==> src/design/apid_pkg.sv <==
`timescale 1ns / 1ps
// ----------------------------------------------------------------------------
// apid_pkg
// shared constants and register map of the averaged pid controller
// ----------------------------------------------------------------------------
package apid_pkg;

  // samples per averaging group
  localparam int Samples = 8;

  localparam int SampleW = 12;
  localparam int SumW    = $clog2(Samples * (1 << SampleW));
  localparam int CntW    = (Samples > 1) ? $clog2(Samples) : 1;

  localparam int ErrW    = SampleW + 1;
  localparam int DiffW   = ErrW + 1;
  localparam int GainW   = 16;
  localparam int IntW    = 32;
  localparam int DutyW   = 16;

  // products and sum
  localparam int PTermW  = GainW + ErrW;
  localparam int ITermW  = GainW + IntW;
  localparam int DTermW  = GainW + DiffW;
  localparam int TotalW  = ITermW + 2;
  localparam int QW      = TotalW - 8;

  localparam logic signed [ErrW-1:0] ErrOne = ErrW'(1);

  // apb register map, word index = paddr[AddrW-1:2]
  localparam int AddrW   = 5;
  localparam int DataW   = 32;
  localparam int IdxW    = AddrW - 2;

  localparam logic [IdxW-1:0] RegSetpoint = 3'd0;
  localparam logic [IdxW-1:0] RegKp       = 3'd1;
  localparam logic [IdxW-1:0] RegKiDt     = 3'd2;
  localparam logic [IdxW-1:0] RegKdOverDt = 3'd3;
  localparam logic [IdxW-1:0] RegPwmMin   = 3'd4;
  localparam logic [IdxW-1:0] RegPwmMax   = 3'd5;

  localparam logic [SampleW-1:0] SetpointRst = 12'd2048;
  localparam logic [GainW-1:0]   KpRst       = 16'd256;
  localparam logic [DutyW-1:0]   PwmMaxRst   = 16'hffff;

endpackage

==> src/design/averaged_pid_controller_core.sv <==
`timescale 1ns / 1ps
// ----------------------------------------------------------------------------
// averaged_pid_controller_core
// moving-average front end feeding a pid update with clamped duty output
// ----------------------------------------------------------------------------
// usage
//   in channel: one 12-bit sensor sample per transaction (in_valid/in_stall)
//   out channel: one duty/average transaction for every group of samples
//   (out_valid/out_stall); the other samples of a group give no result
//   apb port: setpoint, kp, ki_dt, kd_over_dt, pwm_min, pwm_max at byte
//   addresses 0,4,..,20; write only while the block is idle; pready is tied high
// timing
//   a sample is captured in an input register, then combinational logic
//   (accumulate, average, integral, three multipliers, clamp) updates the
//   state and loads the result register, which drives out_valid; throughput
//   one sample per cycle unless a group-closing sample waits on out_stall,
//   set by the update of the integral and previous error between the input
//   and result registers
// reset and backpressure
//   rst_n (synchronous, active low) clears sum, count, integral, previous
//   error and restores the register defaults
//   while out_stall holds a result, samples that close no group still pass;
//   a group-closing sample waits in the input register and in_stall rises
// ----------------------------------------------------------------------------
module averaged_pid_controller_core (
  input  logic                                clk,
  input  logic                                rst_n,
  // sample input
  input  logic                                in_valid,
  output logic                                in_stall,
  input  logic [apid_pkg::SampleW-1:0]        in_sample,
  // result output
  output logic                                out_valid,
  input  logic                                out_stall,
  output logic [apid_pkg::DutyW-1:0]          out_duty,
  output logic [apid_pkg::SampleW-1:0]        out_average,
  // configuration
  input  logic                                psel,
  input  logic                                penable,
  input  logic                                pwrite,
  input  logic [apid_pkg::AddrW-1:0]          paddr,
  input  logic [apid_pkg::DataW-1:0]          pwdata,
  output logic [apid_pkg::DataW-1:0]          prdata,
  output logic                                pready
);

  // configuration registers
  logic [apid_pkg::SampleW-1:0]      setpoint_r;
  logic signed [apid_pkg::GainW-1:0] kp_r;
  logic signed [apid_pkg::GainW-1:0] ki_dt_r;
  logic signed [apid_pkg::GainW-1:0] kd_over_dt_r;
  logic [apid_pkg::DutyW-1:0]        pwm_min_r;
  logic [apid_pkg::DutyW-1:0]        pwm_max_r;

  // controller state
  logic [apid_pkg::SumW-1:0]         sample_sum_r,  sample_sum_nxt;
  logic [apid_pkg::CntW-1:0]         sample_count_r, sample_count_nxt;
  logic signed [apid_pkg::IntW-1:0]  integral_r,    integral_nxt;
  logic signed [apid_pkg::ErrW-1:0]  prev_error_r;

  // input register
  logic                              s1_valid_r;
  logic [apid_pkg::SampleW-1:0]      s1_sample_r;

  // result register
  logic                              out_valid_r;
  logic [apid_pkg::DutyW-1:0]        out_duty_r,    out_duty_nxt;
  logic [apid_pkg::SampleW-1:0]      out_average_r, out_average_nxt;

  // datapath
  logic                              s1_last;
  logic                              s1_fire;
  logic                              out_free;
  logic                              in_accept;
  logic                              cfg_write;
  logic [apid_pkg::IdxW-1:0]         cfg_idx;
  logic [apid_pkg::SumW-1:0]         sum_add;
  logic signed [apid_pkg::ErrW-1:0]  error;
  logic signed [apid_pkg::IntW:0]    int_sum;
  logic signed [apid_pkg::DiffW-1:0] diff;
  logic signed [apid_pkg::PTermW-1:0] p_term;
  logic signed [apid_pkg::ITermW-1:0] i_term;
  logic signed [apid_pkg::DTermW-1:0] d_term;
  logic signed [apid_pkg::TotalW-1:0] total;
  logic signed [apid_pkg::QW-1:0]    q;
  logic signed [apid_pkg::QW-1:0]    lo;
  logic signed [apid_pkg::QW-1:0]    hi;

  // handshake control
  assign s1_last   = (sample_count_r == apid_pkg::CntW'(apid_pkg::Samples - 1));
  assign out_free  = !out_valid_r || !out_stall;
  // a sample that closes no group never needs the result register
  assign s1_fire   = s1_valid_r && (!s1_last || out_free);
  assign in_stall  = s1_valid_r && !s1_fire;
  assign in_accept = in_valid && !in_stall;

  assign cfg_write = psel && penable && pwrite;
  assign cfg_idx   = paddr[apid_pkg::AddrW-1:2];
  assign pready    = 1'b1;

  // running sum and group average
  always_comb begin
    sum_add          = sample_sum_r + apid_pkg::SumW'(s1_sample_r);
    out_average_nxt  = apid_pkg::SampleW'(sum_add / apid_pkg::Samples);
    sample_sum_nxt   = s1_last ? '0 : sum_add;
    sample_count_nxt = s1_last ? '0 : sample_count_r + apid_pkg::CntW'(1);
  end

  // error and saturating integral
  always_comb begin
    error   = $signed({1'b0, setpoint_r}) - $signed({1'b0, out_average_nxt});
    int_sum = (apid_pkg::IntW + 1)'(integral_r) + (apid_pkg::IntW + 1)'(error);
    if (int_sum[apid_pkg::IntW] != int_sum[apid_pkg::IntW-1]) begin
      integral_nxt = int_sum[apid_pkg::IntW] ?
                     {1'b1, {(apid_pkg::IntW-1){1'b0}}} :
                     {1'b0, {(apid_pkg::IntW-1){1'b1}}};
    end else begin
      integral_nxt = int_sum[apid_pkg::IntW-1:0];
    end
  end

  // pid terms, floor shift and clamp
  always_comb begin
    diff   = apid_pkg::DiffW'(error) - apid_pkg::DiffW'(prev_error_r);
    p_term = apid_pkg::PTermW'(kp_r) * apid_pkg::PTermW'(error);
    i_term = apid_pkg::ITermW'(ki_dt_r) * apid_pkg::ITermW'(integral_nxt);
    // derivative suppressed for an error of exactly one
    if (error == apid_pkg::ErrOne) begin
      d_term = '0;
    end else begin
      d_term = apid_pkg::DTermW'(kd_over_dt_r) * apid_pkg::DTermW'(diff);
    end
    total = apid_pkg::TotalW'(p_term) + apid_pkg::TotalW'(i_term)
          + apid_pkg::TotalW'(d_term);
    // arithmetic shift drop of 8 bits rounds toward minus infinity
    q  = $signed(total[apid_pkg::TotalW-1:8]);
    lo = $signed({{(apid_pkg::QW - apid_pkg::DutyW){1'b0}}, pwm_min_r});
    hi = $signed({{(apid_pkg::QW - apid_pkg::DutyW){1'b0}}, pwm_max_r});
    // min check wins when the limits cross
    priority if (q < lo) begin
      out_duty_nxt = pwm_min_r;
    end else if (q > hi) begin
      out_duty_nxt = pwm_max_r;
    end else begin
      out_duty_nxt = q[apid_pkg::DutyW-1:0];
    end
  end

  // register read back
  always_comb begin
    unique case (cfg_idx)
      apid_pkg::RegSetpoint: prdata = apid_pkg::DataW'(setpoint_r);
      apid_pkg::RegKp:       prdata = apid_pkg::DataW'($unsigned(kp_r));
      apid_pkg::RegKiDt:     prdata = apid_pkg::DataW'($unsigned(ki_dt_r));
      apid_pkg::RegKdOverDt: prdata = apid_pkg::DataW'($unsigned(kd_over_dt_r));
      apid_pkg::RegPwmMin:   prdata = apid_pkg::DataW'(pwm_min_r);
      apid_pkg::RegPwmMax:   prdata = apid_pkg::DataW'(pwm_max_r);
      default:               prdata = '0;
    endcase
  end

  // configuration registers
  always_ff @(posedge clk) begin
    if (!rst_n) begin
      setpoint_r   <= apid_pkg::SetpointRst;
      kp_r         <= apid_pkg::KpRst;
      ki_dt_r      <= '0;
      kd_over_dt_r <= '0;
      pwm_min_r    <= '0;
      pwm_max_r    <= apid_pkg::PwmMaxRst;
    end else if (cfg_write) begin
      unique case (cfg_idx)
        apid_pkg::RegSetpoint: setpoint_r   <= pwdata[apid_pkg::SampleW-1:0];
        apid_pkg::RegKp:       kp_r         <= pwdata[apid_pkg::GainW-1:0];
        apid_pkg::RegKiDt:     ki_dt_r      <= pwdata[apid_pkg::GainW-1:0];
        apid_pkg::RegKdOverDt: kd_over_dt_r <= pwdata[apid_pkg::GainW-1:0];
        apid_pkg::RegPwmMin:   pwm_min_r    <= pwdata[apid_pkg::DutyW-1:0];
        apid_pkg::RegPwmMax:   pwm_max_r    <= pwdata[apid_pkg::DutyW-1:0];
        default: ;
      endcase
    end
  end

  // control state
  always_ff @(posedge clk) begin
    if (!rst_n) begin
      s1_valid_r     <= 1'b0;
      out_valid_r    <= 1'b0;
      sample_sum_r   <= '0;
      sample_count_r <= '0;
      integral_r     <= '0;
      prev_error_r   <= '0;
    end else begin
      if (!in_stall) begin
        s1_valid_r <= in_valid;
      end
      if (s1_fire) begin
        sample_sum_r   <= sample_sum_nxt;
        sample_count_r <= sample_count_nxt;
        if (s1_last) begin
          integral_r   <= integral_nxt;
          prev_error_r <= error;
        end
      end
      if (s1_fire && s1_last) begin
        out_valid_r <= 1'b1;
      end else if (!out_stall) begin
        out_valid_r <= 1'b0;
      end
    end
  end

  // payload registers
  always_ff @(posedge clk) begin
    if (in_accept) begin
      s1_sample_r <= in_sample;
    end
    if (s1_fire && s1_last) begin
      out_duty_r    <= out_duty_nxt;
      out_average_r <= out_average_nxt;
    end
  end

  assign out_valid   = out_valid_r;
  assign out_duty    = out_duty_r;
  assign out_average = out_average_r;

  // checks

  // the group counter never passes the last slot
  assert property (@(posedge clk) disable iff (!rst_n)
    sample_count_r <= apid_pkg::CntW'(apid_pkg::Samples - 1))
    else $error("sample count out of range");

  // input only backs up when the captured sample is blocked
  assert property (@(posedge clk) disable iff (!rst_n)
    in_stall |-> (s1_valid_r && s1_last && out_valid_r && out_stall))
    else $error("input stalled without a blocked group end");

  // a closing sample always yields a result next cycle
  assert property (@(posedge clk) disable iff (!rst_n)
    (s1_fire && s1_last) |=> out_valid_r)
    else $error("group end lost its result");

  // with ordered limits the duty stays in range
  assert property (@(posedge clk) disable iff (!rst_n)
    (out_valid_r && (pwm_min_r <= pwm_max_r)) |->
      (out_duty_r >= pwm_min_r && out_duty_r <= pwm_max_r))
    else $error("duty outside pwm limits");

endmodule

==> config.mk <==
export PLATFORM = sky130hd
export DESIGN_NAME = averaged_pid_controller_core
export DESIGN_NICKNAME = d
export VERILOG_FILES = /design/src/design/apid_pkg.sv /design/src/design/averaged_pid_controller_core.sv
export SDC_FILE = /design/constraint.sdc
export NUM_CORES = 2
export LEC_CHECK = 0
export BUFFER_PORTS_ARGS = -buffer_cell sky130_fd_sc_hd__buf_2
export CELL_PAD_IN_SITES_DETAIL_PLACEMENT = 1
export CELL_PAD_IN_SITES_GLOBAL_PLACEMENT = 2
export CORE_MARGIN = 8
export CORE_UTILIZATION = 45
export DETAILED_ROUTE_END_ITERATION = 10
export MAX_ROUTING_LAYER = met4
export PLACE_DENSITY_LB_ADDON = 0.1
export SLEW_MARGIN = 10
export SYNTH_ARGS = -nofsm -noshare
export SYNTH_HDL_FRONTEND = slang
export SYNTH_SLANG_ARGS = --single-unit
export TNS_END_PERCENT = 10
==> constraint.sdc <==
create_clock -name clk -period 56.3 [get_ports clk]
set_clock_uncertainty 0.2 [all_clocks]
set_input_delay 2.815 -clock clk [delete_from_list [all_inputs] [get_ports clk]]
set_output_delay 2.815 -clock clk [all_outputs]
set_load 0.02 [all_outputs]
* Word-level counts from Yosys, hierarchy flattened *
Cells that the tools add are included.

word-level totals
  register bits = 197

operators by class
  add/sub/neg operators = 7
  multiply operators = 3
  order comparisons = 2
  eq/ne operators = 9
  muxes and demuxes = 10
  reductions and logical operators = 21

operators with widths
  cell                                                                     count
  16-bit one-hot mux with 6 select lines                                   1
  32-bit 2-to-1 mux                                                        2
  49-bit by 30-bit adder with 50-bit output                                1
  29-bit by 48-bit adder with 49-bit output                                1
  16-bit by 32-bit multiplier with 48-bit output                           1
  42-bit by 17-bit > comparator with 1-bit output                          1
  42-bit by 17-bit less-than comparator with 1-bit output                  1
  32-bit by 13-bit adder with 33-bit output                                1
  16-bit 2-to-1 mux                                                        2
  16-bit by 14-bit multiplier with 30-bit output                           1
  30-bit 2-to-1 mux                                                        1
  16-bit by 13-bit multiplier with 29-bit output                           1
  15-bit by 12-bit adder with 15-bit output                                1
  15-bit 2-to-1 mux                                                        1
  2-bit AND reduction                                                      7
  13-bit by 13-bit subtractor with 14-bit output                           1
  13-bit by 2-bit equality test with 1-bit output (second input constant)  1
  12-bit by 12-bit subtractor with 13-bit output                           1
  3-bit equality test (second input constant)                              3
  3-bit by 2-bit equality test with 1-bit output (second input constant)   2
  1-bit logical AND                                                        6
  1-bit logical NOT                                                        5
  3-bit by 1-bit adder with 3-bit output (second input constant)           1
  3-bit by 1-bit equality test with 1-bit output (second input constant)   1
  6 further kinds                                                          8

* Depth between registers and ports, before layout *
  depth after elaboration = 11
  mapped depth = 78

* Worst setup path before layout *
OpenSTA, ideal clock, no wires.

  kind = flip-flop to flip-flop
  start = reg s1_sample_r[0] in the netlist's numbering
  end = reg out_duty_r, in the netlist out_duty[10] (data pin)
  library setup time = 255 ps
  arrival = 18,226 ps
  required time = 55,845 ps
  slack = 37,619 ps
  stages on the path, launching flop included = 69
  path buffers = 5
  period minus slack after synthesis = 18,681 ps
  cells stage by stage = edfxtp_1 ha_1 fa_1 a21o_1 a21oi_1 xnor2_1 inv_1 fa_1 maj3_1 o31a_1 maj3_1 a21oi_1 o22ai_1 a31o_2 a21oi_1 clkbuf_1 clkbuf_1 ha_1 [33 not listed] fa_1 inv_1 ha_1 a21o_1 a21o_1 a21oi_1 o31ai_1 a21oi_1 mux2_2 nand4_1 or4_1 nor4_1 nand4_1 or3_1 clkbuf_1 clkbuf_1 o22ai_1 nor2_1

between the ends
  word-level cells in the longest chain between the ends = 11

ends and longest elaborated chain
  element                                                    line                                                                      text
  from (decl)                                                averaged_pid_controller_core.sv:63                                        logic [apid_pkg::SampleW-1:0] s1_sample_r;
  from (signal assigned)                                     averaged_pid_controller_core.sv:216                                       s1_sample_r <= in_sample;
  15-bit by 12-bit adder with 15-bit output *                averaged_pid_controller_core.sv:103                                       sum_add = sample_sum_r + apid_pkg::SumW'(s1_sample_r);
  net out_average_nxt (one bit)                              averaged_pid_controller_core.sv:68                                        logic [apid_pkg::SampleW-1:0] out_average_r, out_average_nxt;
  12-bit by 12-bit subtractor with 13-bit output *           averaged_pid_controller_core.sv:111                                       error = $signed({1'b0, setpoint_r}) - $signed({1'b0, out_average_nxt});
  net error (one bit)                                        averaged_pid_controller_core.sv:78                                        logic signed [apid_pkg::ErrW-1:0] error;
  32-bit by 13-bit adder with 33-bit output                  averaged_pid_controller_core.sv:112                                       int_sum = (apid_pkg::IntW + 1)'(integral_r) + (apid_pkg::IntW + 1)'(error);
  32-bit 2-to-1 mux / 1-bit != test (equally long branches)  averaged_pid_controller_core.sv:114, averaged_pid_controller_core.sv:113
  32-bit 2-to-1 mux                                          averaged_pid_controller_core.sv:113                                       if (int_sum[apid_pkg::IntW] != int_sum[apid_pkg::IntW-1]) begin
  16-bit by 32-bit multiplier with 48-bit output             averaged_pid_controller_core.sv:126                                       i_term = apid_pkg::ITermW'(ki_dt_r) * apid_pkg::ITermW'(integral_nxt);
  29-bit by 48-bit adder with 49-bit output                  averaged_pid_controller_core.sv:133                                       total = apid_pkg::TotalW'(p_term) + apid_pkg::TotalW'(i_term)
  49-bit by 30-bit adder with 50-bit output *                averaged_pid_controller_core.sv:134                                       + apid_pkg::TotalW'(d_term);
  42-bit by 17-bit > comparator with 1-bit output            averaged_pid_controller_core.sv:142                                       end else if (q > hi) begin
  16-bit 2-to-1 mux                                          averaged_pid_controller_core.sv:142
  16-bit 2-to-1 mux *                                        averaged_pid_controller_core.sv:140                                       priority if (q < lo) begin
  net out_duty_nxt (one bit)                                 averaged_pid_controller_core.sv:67                                        logic [apid_pkg::DutyW-1:0] out_duty_r, out_duty_nxt;
  to (signal assigned)                                       averaged_pid_controller_core.sv:219                                       out_duty_r <= out_duty_nxt;
  to (decl)                                                  averaged_pid_controller_core.sv:67

The timed path passes the listed nets; every way through them passes the cells marked *.
A chain may end at the register's enable or synchronous reset.

* Worst setup path after layout *
  start = reg s1_sample_r[1] in the netlist's numbering
  end = reg out_duty_r, in the netlist out_duty[4] (data pin)

between the ends
  word-level cells in the longest chain between the ends = 11

ends and longest elaborated chain
  element                                                    line
  15-bit by 12-bit adder with 15-bit output *                averaged_pid_controller_core.sv:103
  net out_average_nxt (one bit)                              averaged_pid_controller_core.sv:68
  12-bit by 12-bit subtractor with 13-bit output *           averaged_pid_controller_core.sv:111
  32-bit by 13-bit adder with 33-bit output                  averaged_pid_controller_core.sv:112
  32-bit 2-to-1 mux / 1-bit != test (equally long branches)  averaged_pid_controller_core.sv:114, averaged_pid_controller_core.sv:113
  32-bit 2-to-1 mux                                          averaged_pid_controller_core.sv:113
  16-bit by 32-bit multiplier with 48-bit output             averaged_pid_controller_core.sv:126
  29-bit by 48-bit adder with 49-bit output                  averaged_pid_controller_core.sv:133
  49-bit by 30-bit adder with 50-bit output *                averaged_pid_controller_core.sv:134
  42-bit by 17-bit > comparator with 1-bit output            averaged_pid_controller_core.sv:142
  16-bit 2-to-1 mux                                          averaged_pid_controller_core.sv:142
  16-bit 2-to-1 mux *                                        averaged_pid_controller_core.sv:140
  net out_duty_nxt (one bit)                                 averaged_pid_controller_core.sv:67

Marks and branches as above.

==> run summary <==
* 0.616 — Comb power frac
* 0.4545 — initial cell density of the core
* s1_sample_r[1] — source of the worst register-to-register timing path
* 0.4809 — Final Core Density
* 5.384 — Avg Vias per Cell
* false — unrepaired setup endpoints after global routing
* 0 — quantity of hold-fixing buffers added after cts
* 0 — DR DRC count
* 2 — deepest clock path buffer count
* sky130_fd_sc_hd__dfxtp_1 — Top FF cell, synth
* 0.1485 — synthesized-area fraction occupied by and/or/nand/nor cells
* 5345 — count of mapped cells out of synthesis
* 0.3745 — post-route clock period utilization
* 0 — number of failing hold endpoints at the final stage
* prev_error_r[9] — hold path startpoint
* 0.1415 — Max-slew headroom
* 239400 um — wire length of the first global-routing pass
* 83 — I/O Buffers
* 21.16 ns — crit path DAT
* 117200 sq um — die outline area
* 2 — hold path depth
* 0.09068 — part of the Yosys area used for sequential elements
* 6775 — number of nets in the final layout
* 0.5287 — switching power share of the total
* complete, no violations — outcome
* 0 — Remaining Overflow, GRT
* 0.2758 — Global Route Usage Sum
* 0 — ys async rst share
* register to register — Hold WC Path Type
* 5 — first-pass iteration count of the detailed router
* 35.22 ns — flop-to-flop setup slack
* 0.08318 — Compound-Gate Fraction of Synth Area
* 84 — synth unique cells
* 22.59 um — drt wl/cell
* 47910 sq um — combined area of all synthesized cells
* 0.2620 ns — worst hold-check slack
* 6 — initial antenna violation count
* 342.3 um — die width
* 56.38 ns — Req. time, crit path
* register to register — type of the worst setup path
* 22.76 nW — Leakage
* 12440 — final-layout fill cell count
* 342.3 um — die height
* 105400 sq um — floorplan core area
* 0.0003669 W — internal power summed over all cells
* 40750 — vias in the first global route
* 4 — Clock H-tree levels
* 35.30 ns — worst setup slack after placement
* 68 — Reg2Reg Depth
* 27.86 uV — worst voltage drop across the vdd grid
* 17 — TritonCTS buffer count
* 8.963 sq um — average footprint of a synthesized cell
* prev_error_r[9] — Worst Hold End
* sky130_fd_sc_hd__inv_1 — commonest non-fill, non-tap cell in the layout
* 0 — residual antenna-violating net count after detailed routing
* sky130_fd_sc_hd__inv_1 (1156), sky130_fd_sc_hd__fa_1 (1085), sky130_fd_sc_hd__nand2_1 (901) — most frequent cells in the layout
* 0.02225 — post-synthesis xor/xnor area fraction
* 20 — Max FO, Critical Path
* 47.43 MHz — fmax
* 15.35 nW/um^2 — total power density per cell area
* 119 — boundary pin count
* 50700 sq um — fin area
* 197 — number of register bits inferred by synthesis
* out_duty[4] — destination of the worst register-to-register timing path
* 1.279 ns — slew of the pin with the lowest slew margin
* 1832 — drt initial violations
* 84 — largest net degree at the start of global routing
* 0 — setup violation total in the final timing report
* 0 ns — final setup TNS
* sky130_fd_sc_hd__clkbuf_16 — clock root buffer
* adder cells — dominant combinational cell family by area after synthesis
* 1.14 ns — Slowest Stage Delay on Critical Path
* 36250 — via count
* 0.192 — part of the power in the clock network
* 0.06261 — fraction of layout instances using a drive strength above 1
* 0 — total setup buffers inserted after CTS
* 152100 um — routed wire length
* 21.08 ns — post-route minimum period
* 40 — number of flops mapped to enable cells by yosys
* 0 — count of maximum capacitance violations
* 0.8968 — routability congestion estimate from global placement
* 0.007600 — mux cell area share after synthesis
* 5.824% — synthesis-to-finish area growth
* 0.0004116 W — total net switching power
* 197 — Num Clock Sinks
* 0.10 ns — Reg clk slew, reported paths
* 119 — row count
* 0 — Gates resized, CTS repair
* done — clock tree from TritonCTS
* sky130_fd_sc_hd__fa_1 — Crit-path slowest cell
* 0.5359 — arithmetic-cell share of the synthesized area counting full adders, half adders and majority gates
* register — type of origin of the critical path
* 35.22 ns — final worst setup slack
* sky130_fd_sc_hd__fa_1 — most frequent CP cell
* 0.54 ns — clock latency on the worst-skew pair
* 0 — Final Max Slew Viols
* register — type of destination of the critical path
* 50030 sq um — Placed Area
* 0.192 — sequential cell fraction of total power
* 123700 um — Detailed Place HPWL
* 0 — synth warn
## final cells by class
class | count | area [sq um] | share of cell area
antenna | 6 | 15.01 | 0.0002962
clock buffer | 17 | 425.4 | 0.008391
clock inverter | 15 | 231.5 | 0.004566
inverter | 1160 | 4355 | 0.08591
multi-input combinational | 3760 | 38400 | 0.7573
sequential | 197 | 4347 | 0.08574
tap | 1391 | 1740 | 0.03433
timing repair buffer | 186 | 1189 | 0.02345
## per-layer routing
layer  GRT usage  part of all wire
met1      0.3481              0.43
met2      0.4668              0.50
met3     0.03395             0.044
met4     0.08176             0.030
met5           -                 0
## synthesized netlist by cell type, drive strengths merged, types with 35 or more instances
| cell | n | share of area |
|---|---|---|
| inv | 1160 | 0.091 |
| fa | 1085 | 0.45 |
| nand2 | 912 | 0.072 |
| ha | 312 | 0.081 |
| and2 | 238 | 0.031 |
| clkbuf | 208 | 0.016 |
| a21oi | 200 | 0.021 |
| nor2 | 161 | 0.013 |
| dfxtp | 157 | 0.066 |
| o21ai | 123 | 0.013 |
| xnor2 | 88 | 0.016 |
| nor2b | 52 | 0.0068 |
| nand3 | 46 | 0.0048 |
| a21o | 45 | 0.0071 |
| nand2b | 43 | 0.0056 |
| edfxtp | 40 | 0.025 |
| buf | 35 | 0.0045 |
## sequential cells by signal, indices dropped and copies added, names as in the netlist, 15 cells and up
signal        flops
kd_over_dt_r     16
integral_r       32
pwm_min_r        16
pwm_max_r        16
ki_dt_r          16
out_duty         16
kp_r             16
sample_sum_r     15
## worst max path at each step
stage | startpoint | endpoint | slack (ns)
floorplan | s1_sample_r[0] | out_duty[10] | 37.62
global placement | s1_sample_r[1] | out_duty[2] | 35.57
detailed placement | s1_sample_r[1] | out_duty[4] | 35.30
CTS | s1_sample_r[1] | out_duty[4] | 35.20
global route | s1_sample_r[1] | out_duty[3] | 33.90
finish | s1_sample_r[1] | out_duty[4] | 35.22
## kinds of logic after synthesis
group / Yosys count
muxes: 32
DFF: 197
and+or+nand+nor: 1570
xor gates and xnor gates: 120
buffers and inverters: 1403
AOI/OAI and AO/OA: 619
other: 2
adders and majority gates: 1402
## power by group through the flow
stage | Sequential, W | Combinational, W | Clock (W)
after global placement | 0.000153 | 0.000465 | 0
after CTS | 0.000150 | 0.000478 | 0.000153
final | 0.000150 | 0.000480 | 0.000149
after global routing | 0.000150 | 0.000529 | 0.000156
after floorplan | 0.000152 | 0.000295 | 0
after detailed placement | 0.000153 | 0.000474 | 0
## critical path, delay by kind of cell, from the launching register on
family          cells  cell delay [ns]
simple gates       12             3.45
fa+ha+maj          20             9.11
compound gates     23             5.04
flops               1             0.44
xor+xnor            3             1.12
mux                 1             0.24
buf+inv             9             1.17
## per-stage QoR
| step | std cells | power [W] |
|---|---|---|
| 6_report | 6732 | 0.0007785 |
| 5_1_grt | 6728 | 0.0008352 |
| 4_1_cts | 6726 | 0.0007804 |
| 3_5_place_dp | 6694 | 0.0006273 |
| 3_3_place_gp | 6694 | 0.0006174 |
| 2_1_floorplan | 5360 | 0.0004469 |
(Power assumes the default switching activity.)
